<file path="src/bpc_pkg.sv">
// bpc_pkg: shared types and constants for the button press classifier
// no dependencies; used by button_press_classifier and its testbench
package bpc_pkg;

  localparam int unsigned TIME_W = 32;
  localparam int unsigned DATA_W = 32;
  localparam int unsigned ADDR_W = 5;
  localparam int unsigned REG_IDX_W = 3;

  typedef logic [TIME_W-1:0] ms_t;

  // register index, byte address is 4 * index
  typedef enum logic [REG_IDX_W-1:0] {
    REG_PRESSED_LEVEL = 3'd0,
    REG_REJECT_MS     = 3'd1,
    REG_DOUBLE_MS     = 3'd2,
    REG_LONG_MS       = 3'd3,
    REG_RESTART_MS    = 3'd4
  } reg_idx_t;

  typedef enum logic {
    CMD_PIN_EVENT = 1'b0,
    CMD_POLL      = 1'b1
  } cmd_t;

  localparam ms_t RST_REJECT_MS  = 32'd50;
  localparam ms_t RST_DOUBLE_MS  = 32'd500;
  localparam ms_t RST_LONG_MS    = 32'd1000;
  localparam ms_t RST_RESTART_MS = 32'd10000;

  // status flags, msb first
  typedef struct packed {
    logic press_ended;
    logic start_release;
    logic double_press;
    logic start_double_press;
    logic pressed_long;
    logic start_long_press;
    logic pressed;
    logic start_press;
  } flags_t;

endpackage

</file>
<file path="src/button_press_classifier.sv">
// button_press_classifier: top level, classifies presses of one button
// depends on bpc_pkg
// a poll word's result word is registered and shows in the cycle after the poll is accepted
// throughput: one word per cycle; pin events and polls update the state registers
// in the same cycle they are accepted, so the next word sees the new state
// input stalls only while the result register is full and stalled
// reset (rst, synchronous): state and flags cleared, registers at their defaults
module button_press_classifier (
  input  logic                          clk,
  input  logic                          rst,
  input  logic                          in_valid,
  output logic                          in_stall,
  input  logic                          command,
  input  logic                          pin_level,
  input  logic [31:0]                   now_ms,
  output logic                          out_valid,
  input  logic                          out_stall,
  output logic                          start_press,
  output logic                          pressed,
  output logic                          start_long_press,
  output logic                          pressed_long,
  output logic                          start_double_press,
  output logic                          double_press,
  output logic                          start_release,
  output logic                          press_ended,
  output logic [31:0]                   press_duration,
  output logic                          restart_request,
  input  logic                          psel,
  input  logic                          penable,
  input  logic                          pwrite,
  input  logic [bpc_pkg::ADDR_W-1:0]    paddr,
  input  logic [bpc_pkg::DATA_W-1:0]    pwdata,
  output logic [bpc_pkg::DATA_W-1:0]    prdata,
  output logic                          pready
);

  logic          pressed_level;
  bpc_pkg::ms_t  reject_ms;
  bpc_pkg::ms_t  double_press_ms;
  bpc_pkg::ms_t  long_press_ms;
  bpc_pkg::ms_t  restart_ms;

  bpc_pkg::ms_t  press_start_time, press_start_time_next;
  bpc_pkg::ms_t  last_release_time, last_release_time_next;
  bpc_pkg::ms_t  held_time, held_time_next;
  bpc_pkg::flags_t status_flags, status_flags_next;
  logic          long_reported, long_reported_next;
  logic          release_reported, release_reported_next;

  bpc_pkg::flags_t snap;
  bpc_pkg::ms_t  dur;
  logic          restart;

  bpc_pkg::flags_t out_flags;
  logic          out_valid_next;

  bpc_pkg::ms_t  since_start;
  bpc_pkg::ms_t  gap;
  bpc_pkg::ms_t  held_poll;
  logic          is_long;
  logic          accept;
  logic          cfg_write;
  bpc_pkg::reg_idx_t cfg_idx;

  assign pready    = 1'b1;
  assign cfg_write = psel && penable && pwrite;
  assign cfg_idx   = bpc_pkg::reg_idx_t'(paddr[bpc_pkg::ADDR_W-1:2]);

  always_ff @(posedge clk) begin
    if (rst) begin
      pressed_level   <= 1'b1;
      reject_ms       <= bpc_pkg::RST_REJECT_MS;
      double_press_ms <= bpc_pkg::RST_DOUBLE_MS;
      long_press_ms   <= bpc_pkg::RST_LONG_MS;
      restart_ms      <= bpc_pkg::RST_RESTART_MS;
    end else if (cfg_write) begin
      unique case (cfg_idx)
        bpc_pkg::REG_PRESSED_LEVEL: pressed_level   <= pwdata[0];
        bpc_pkg::REG_REJECT_MS:     reject_ms       <= pwdata;
        bpc_pkg::REG_DOUBLE_MS:     double_press_ms <= pwdata;
        bpc_pkg::REG_LONG_MS:       long_press_ms   <= pwdata;
        bpc_pkg::REG_RESTART_MS:    restart_ms      <= pwdata;
        default: ;
      endcase
    end
  end

  always_comb begin
    unique case (cfg_idx)
      bpc_pkg::REG_PRESSED_LEVEL: prdata = {{(bpc_pkg::DATA_W-1){1'b0}}, pressed_level};
      bpc_pkg::REG_REJECT_MS:     prdata = reject_ms;
      bpc_pkg::REG_DOUBLE_MS:     prdata = double_press_ms;
      bpc_pkg::REG_LONG_MS:       prdata = long_press_ms;
      bpc_pkg::REG_RESTART_MS:    prdata = restart_ms;
      default:                    prdata = '0;
    endcase
  end

  assign in_stall = out_valid && out_stall;
  assign accept   = in_valid && !in_stall;

  assign since_start = now_ms - press_start_time;
  assign gap         = now_ms - last_release_time;
  assign held_poll   = status_flags.press_ended ? held_time : since_start;
  assign is_long     = held_poll > long_press_ms;

  always_comb begin
    press_start_time_next  = press_start_time;
    last_release_time_next = last_release_time;
    held_time_next         = held_time;
    status_flags_next      = status_flags;
    long_reported_next     = long_reported;
    release_reported_next  = release_reported;
    snap    = status_flags;
    dur     = held_poll;
    restart = 1'b0;
    if (accept) begin
      if (bpc_pkg::cmd_t'(command) == bpc_pkg::CMD_PIN_EVENT) begin
        if (pin_level == pressed_level) begin
          held_time_next                = '0;
          status_flags_next.pressed     = 1'b1;
          status_flags_next.press_ended = 1'b0;
          long_reported_next            = 1'b0;
          release_reported_next         = 1'b0;
          if (gap > reject_ms) begin
            press_start_time_next         = now_ms;
            status_flags_next.start_press = 1'b1;
            if (gap < double_press_ms) begin
              status_flags_next.start_double_press = 1'b1;
              status_flags_next.double_press       = 1'b1;
            end
          end
        end else if (!(since_start > restart_ms)) begin
          status_flags_next.press_ended = 1'b1;
          held_time_next                = since_start;
          last_release_time_next        = now_ms;
        end
      end else begin
        // poll: build the reported snapshot first
        snap = status_flags;
        if (is_long) begin
          restart           = held_poll > restart_ms;
          snap.pressed_long = 1'b1;
          if (!long_reported) begin
            snap.start_long_press = 1'b1;
          end
          long_reported_next = 1'b1;
        end else begin
          snap.pressed_long = 1'b0;
        end
        if (snap.press_ended) begin
          snap.pressed      = 1'b0;
          snap.double_press = 1'b0;
        end
        status_flags_next                    = snap;
        status_flags_next.start_press        = 1'b0;
        status_flags_next.start_long_press   = 1'b0;
        status_flags_next.start_release      = 1'b0;
        status_flags_next.start_double_press = 1'b0;
        held_time_next = held_poll;
        if (snap.press_ended) begin
          held_time_next = '0;
          if (!release_reported) begin
            release_reported_next           = 1'b1;
            status_flags_next.start_release = 1'b1;
          end
        end
      end
    end
  end

  always_ff @(posedge clk) begin
    if (rst) begin
      press_start_time  <= '0;
      last_release_time <= '0;
      held_time         <= '0;
      status_flags      <= '0;
      long_reported     <= 1'b0;
      release_reported  <= 1'b0;
    end else begin
      press_start_time  <= press_start_time_next;
      last_release_time <= last_release_time_next;
      held_time         <= held_time_next;
      status_flags      <= status_flags_next;
      long_reported     <= long_reported_next;
      release_reported  <= release_reported_next;
    end
  end

  // result register
  always_comb begin
    out_valid_next = out_valid && out_stall;
    if (accept && bpc_pkg::cmd_t'(command) == bpc_pkg::CMD_POLL) begin
      out_valid_next = 1'b1;
    end
  end

  always_ff @(posedge clk) begin
    if (rst) begin
      out_valid <= 1'b0;
    end else begin
      out_valid <= out_valid_next;
    end
  end

  always_ff @(posedge clk) begin
    if (accept && bpc_pkg::cmd_t'(command) == bpc_pkg::CMD_POLL) begin
      out_flags       <= snap;
      press_duration  <= dur;
      restart_request <= restart;
    end
  end

  assign start_press        = out_flags.start_press;
  assign pressed            = out_flags.pressed;
  assign start_long_press   = out_flags.start_long_press;
  assign pressed_long       = out_flags.pressed_long;
  assign start_double_press = out_flags.start_double_press;
  assign double_press       = out_flags.double_press;
  assign start_release      = out_flags.start_release;
  assign press_ended        = out_flags.press_ended;

endmodule

</file>
<file path="config.mk">
export PLATFORM = sky130hd
export DESIGN_NAME = button_press_classifier
export DESIGN_NICKNAME = d
export VERILOG_FILES = /design/src/bpc_pkg.sv /design/src/button_press_classifier.sv
export SDC_FILE = /design/constraint.sdc
export NUM_CORES = 1
export LEC_CHECK = 0
export BUFFER_PORTS_ARGS = -buffer_cell sky130_fd_sc_hd__buf_2
export CORE_MARGIN = 1
export CORE_UTILIZATION = 55
export DETAILED_ROUTE_END_ITERATION = 7
export GPL_TIMING_DRIVEN = 0
export PLACE_DENSITY = 0.74
export SETUP_SLACK_MARGIN = 0.15
export SYNTH_ARGS = -nofsm -noshare
export SYNTH_HDL_FRONTEND = slang
export SYNTH_SLANG_ARGS = --single-unit
</file>
<file path="constraint.sdc">
create_clock -name clk -period 16.4 [get_ports clk]
set_clock_uncertainty 0.2 [all_clocks]
set_input_delay 1.64 -clock clk [delete_from_list [all_inputs] [get_ports clk]]
set_output_delay 1.64 -clock clk [all_outputs]
set_load 0.005 [all_outputs]
</file>
==> out/qor.txt <==
======================================================================================================
Total CTS buffers                                                                                   31
Synthesized net count                                                                             2486
Vertical die dimension                                                                          182 um
Total routing usage reported by global routing                                                   0.324
End of the worst register-to-register path                                                held_time[31]
Wire length of the first global-routing pass                                                   84.0 mm
Worst IR drop on VDD                                                                         0.0889 mV
Startpoint type of the worst setup path                                                   primary input
Rel. slew slack                                                                                  0.258
Count of cells resized by post-cts repair                                                            0
Area of the die                                                                            33200 sq um
Number of buffers between clock root and the deepest sink                                            3
TritonCTS clock tree                                                                              done
Mean post-synth cell area                                                                   8.18 sq um
PwrDens                                                                                   95.0 nW/um^2
Half-perimeter wire length of the detailed placement result                                    44.0 mm
Final setup vio count                                                                                0
Floorplan die width                                                                             182 um
Accumulated negative setup slack                                                                  0 ps
Final Max Tran Viols                                                                                 0
Starting utilization of the core area                                                            0.562
Level count of the clock H-tree                                                                      1
Wire per inst                                                                                  19.4 um
IO Count                                                                                           154
First element of the critical path                                                           now_ms[0]
Register-to-Register Setup Slack                                                               9730 ps
Max frequency                                                                                0.131 GHz
Clock root buffer                                                                         sky130_fd_sc_hd__clkbuf_16
Antenna Nets Post-Route                                                                              0
Leakage power of the design                                                                    8.28 nW
Post-Layout Cell Count                                                                            2825
Vias in the first global route                                                                   15600
Hold violation count in the final report                                                             0
Worst Path Class, Setup                                                                      in -> reg
Share of synthesized registers carrying an async set or reset                                        0
Clock transition at the register clock pins on the worst setup and hold paths after CTS          70 ps
Layout Area Growth over Synthesis                                                                12.8%
Final Routed Wirelength                                                                        54.8 mm
Gate count after technology mapping                                                               2185
Final design utilization                                                                         0.634
Largest net degree at the start of global routing                                                   45
Number of enable flip-flop cells after synthesis                                                    41
Source-to-sink clock delay at the later pin of the worst-skew pair                              590 ps
Number of placement rows                                                                            65
Arrival time of the worst setup path                                                           7850 ps
Setup crit end kind                                                                           register
Critical Path Fanout Max                                                                            10
Clock net sink count                                                                               276
Yosys cell types                                                                                    68
FF-to-FF Start                                                                            press_start_time[0]
Unrepaired setup endpoints after global routing                                                     no
Count of state elements after synthesis                                                            276
Status                                                                                    complete, no violations
Summed instance area of the synthesized netlist                                            17900 sq um
Primary flip-flop cell chosen by synthesis mapping                                        sky130_fd_sc_hd__dfxtp_1
Critical path capture point                                                               held_time[31]
Min-delay worst type                                                                        reg -> reg
Vias after detailed routing                                                                      16500
Worst Max-Slew Pin Slew                                                                        1100 ps
Antenna violations before repair                                                                     2
PortBufs                                                                                           146
Crit path required time                                                                       16650 ps
Number of cells in the design after placement                                                     2766
Fraction of the yosys area taken by sequential cells                                             0.332
Fraction of layout cells with a size suffix above 1                                             0.0984
Post-route worst hold slack                                                                     217 ps
Number of max-cap violations                                                                         0
TritonRoute pass-1 iters                                                                             5
Residual overflow from global routing                                                                0
Final worst-path cycle share                                                                     0.464
DRC violation count after routing                                                                    0
Final Critical Period                                                                          7610 ps
Ys Warns                                                                                             0
GP Congestion                                                                                    0.959
Number of cells on the worst reg-to-reg path                                                        20
Number of DRC markers after the initial detailed-route iteration                                  1648
Setup Buffers After CTS                                                                              0
Final net count                                                                                   2665
Average via count per standard cell                                                               5.86
Core ar.                                                                                   31800 sq um
Count of hold-fix buffers inserted at cts                                                            0
======================================================================================================
==> how the worst min path moves through the flow <==
| stage | from | to | cells after the start |
|---|---|---|---|
| after floorplan | status_flags[6] | start_release | 0 |
| after global placement | status_flags[6] | start_release | 0 |
| after detailed placement | status_flags[4] | start_double_press | 0 |
| after CTS | status_flags[6] | start_release | 0 |
| after global routing | status_flags[6] | start_release | 0 |
| final | status_flags[6] | start_release | 0 |
==> per-layer routing <==
layer / share of wire / wire (um) / track usage / up-vias
li1: - / - / - / 7992
met1: 0.43 / 23600 / 0.435 / 7725
met2: 0.45 / 24500 / 0.526 / 704
met3: 0.081 / 4460 / 0.0403 / 122
met4: 0.042 / 2320 / 0.134 / 0
met5: 0 / 0 / 0 / -
==> layout by cell type (no fill, tap or decap), types with 7 or more instances in the layout <==
cell type and count:
sky130_fd_sc_hd__nand2_1 352, sky130_fd_sc_hd__dfxtp_1 235, sky130_fd_sc_hd__a21oi_1 229, sky130_fd_sc_hd__inv_1 225
sky130_fd_sc_hd__ha_1 221, sky130_fd_sc_hd__buf_2 148, sky130_fd_sc_hd__nor2_1 109, sky130_fd_sc_hd__a21o_1 91
sky130_fd_sc_hd__clkbuf_1 85, sky130_fd_sc_hd__o21ai_0 71, sky130_fd_sc_hd__mux2i_1 70, sky130_fd_sc_hd__a22oi_1 62
sky130_fd_sc_hd__nand3_1 42, sky130_fd_sc_hd__nand4_1 41, sky130_fd_sc_hd__edfxtp_1 41, sky130_fd_sc_hd__xnor2_1 34
sky130_fd_sc_hd__clkbuf_16 31, sky130_fd_sc_hd__o211ai_1 25, sky130_fd_sc_hd__o21a_1 23, sky130_fd_sc_hd__xor2_1 21
sky130_fd_sc_hd__mux2_2 17, sky130_fd_sc_hd__nor2b_1 16, sky130_fd_sc_hd__o21bai_1 16, sky130_fd_sc_hd__and3_1 13
sky130_fd_sc_hd__or3_1 13, sky130_fd_sc_hd__a211oi_1 10, sky130_fd_sc_hd__nand2b_1 10, sky130_fd_sc_hd__nor3_1 9
sky130_fd_sc_hd__clkinv_2 9, sky130_fd_sc_hd__and2_1 7
==> synth_stat cells (4+ instances only) <==
| cell | number | share of area |
|---|---|---|
| sky130_fd_sc_hd__mux2i_1 | 70 | 0.039 |
| sky130_fd_sc_hd__nand2b_1 | 10 | 0.0035 |
| sky130_fd_sc_hd__dfxtp_1 | 235 | 0.26 |
| sky130_fd_sc_hd__ha_1 | 221 | 0.15 |
| sky130_fd_sc_hd__buf_4 | 4 | 0.0017 |
| sky130_fd_sc_hd__or3_1 | 13 | 0.0046 |
| sky130_fd_sc_hd__clkbuf_1 | 83 | 0.017 |
| sky130_fd_sc_hd__a31oi_1 | 6 | 0.0021 |
| sky130_fd_sc_hd__a21o_1 | 91 | 0.038 |
| sky130_fd_sc_hd__xor2_1 | 21 | 0.010 |
| sky130_fd_sc_hd__edfxtp_1 | 41 | 0.069 |
| sky130_fd_sc_hd__nor2_1 | 109 | 0.023 |
| sky130_fd_sc_hd__o21ai_0 | 71 | 0.020 |
| sky130_fd_sc_hd__nand3_1 | 42 | 0.012 |
| sky130_fd_sc_hd__nor4_1 | 5 | 0.0018 |
| sky130_fd_sc_hd__a22oi_1 | 62 | 0.026 |
| sky130_fd_sc_hd__inv_1 | 226 | 0.047 |
| sky130_fd_sc_hd__o31ai_1 | 6 | 0.0025 |
| sky130_fd_sc_hd__a21oi_1 | 229 | 0.064 |
| sky130_fd_sc_hd__o21a_1 | 23 | 0.0097 |
| sky130_fd_sc_hd__nor3_1 | 9 | 0.0025 |
| sky130_fd_sc_hd__o211ai_1 | 25 | 0.011 |
| sky130_fd_sc_hd__o21ai_1 | 6 | 0.0017 |
| sky130_fd_sc_hd__nand2_1 | 352 | 0.074 |
| sky130_fd_sc_hd__a211oi_1 | 10 | 0.0042 |
| sky130_fd_sc_hd__nor2b_1 | 16 | 0.0056 |
| sky130_fd_sc_hd__mux2_2 | 17 | 0.011 |
| sky130_fd_sc_hd__nand4_1 | 41 | 0.014 |
| sky130_fd_sc_hd__xnor2_1 | 34 | 0.017 |
| sky130_fd_sc_hd__and2_1 | 7 | 0.0025 |
| sky130_fd_sc_hd__o21bai_1 | 16 | 0.0067 |
| sky130_fd_sc_hd__and3_1 | 13 | 0.0046 |
| sky130_fd_sc_hd__buf_1 | 4 | 0.00084 |
| sky130_fd_sc_hd__nor3b_1 | 5 | 0.0021 |
==> per-stage QoR <==
| step | power (mW) | setup WS, ps | cell area (sq um) |
|---|---|---|---|
| after floorplan | 1.07 | 10070 | 17900 |
| after global placement | 1.21 | 8560 | 19100 |
| after detailed placement | 1.23 | 8410 | 19100 |
| after CTS | 1.91 | 8990 | 20100 |
| after global routing | 2.00 | 8570 | 20100 |
| final | 1.91 | 8790 | 20100 |
==> state kept, by name, indices dropped and copies added, names as in the netlist, 7 cells and up <==
name and count:
long_press_ms 32, double_press_ms 32, status_flags 7, press_duration 32, reject_ms 32, last_release_time 32
restart_ms 32, held_time 32, press_start_time 32
==> power by group <==
part	leakage (nW)	total (mW)	switching, mW	internal (mW)
registers	2.29	0.727	0.0105	0.716
clock network	0.484	0.691	0.298	0.393
logic	5.50	0.497	0.303	0.193
==> critical path: stages <==
cell                       delay [ps]
sky130_fd_sc_hd__buf_2            120
sky130_fd_sc_hd__inv_1             80
sky130_fd_sc_hd__ha_1             210
sky130_fd_sc_hd__inv_1             70
sky130_fd_sc_hd__fa_1             420
sky130_fd_sc_hd__a211oi_1         240
sky130_fd_sc_hd__o21bai_1         130
sky130_fd_sc_hd__a21oi_1          350
sky130_fd_sc_hd__o31a_2           260
sky130_fd_sc_hd__o21ai_1          270
sky130_fd_sc_hd__a221o_1          460
sky130_fd_sc_hd__a21oi_2          430
sky130_fd_sc_hd__xnor2_1          160
sky130_fd_sc_hd__ha_1             320
sky130_fd_sc_hd__nand4_1          160
sky130_fd_sc_hd__nor4_1           530
sky130_fd_sc_hd__a221o_1          360
sky130_fd_sc_hd__a31o_1           330
sky130_fd_sc_hd__clkbuf_1         450
sky130_fd_sc_hd__clkbuf_1         560
sky130_fd_sc_hd__nand3_1          130
sky130_fd_sc_hd__o311ai_0         130
==> area by class of cell <==
type                       instances  area (sq um)
buffer                            96           400
fill                            2850         11700
sequential                       276          5940
tap                              435           544
timing repair buffer             146           731
clock buffer                      33           783
inverter                         226           848
multi-input combinational       1587         10700
clock inverter                    25           218
antenna                            1          2.50
==> kinds of logic (layout without fill, tap and decap cells) <==
kind of cell	count (synthesis)	count (layout)	synth area share
buffers and inverters	322	526	0.0699
flip-flops	276	276	0.332
AO/OA/AOI/OAI	585	585	0.208
multiplexers	87	87	0.0499
AND/OR/NAND/NOR	636	636	0.156
other	1	2	0.000210
XOR/XNOR	55	55	0.0270
adder cells (fa/ha/maj)	223	223	0.157
Power figures use the tool's default switching activity.
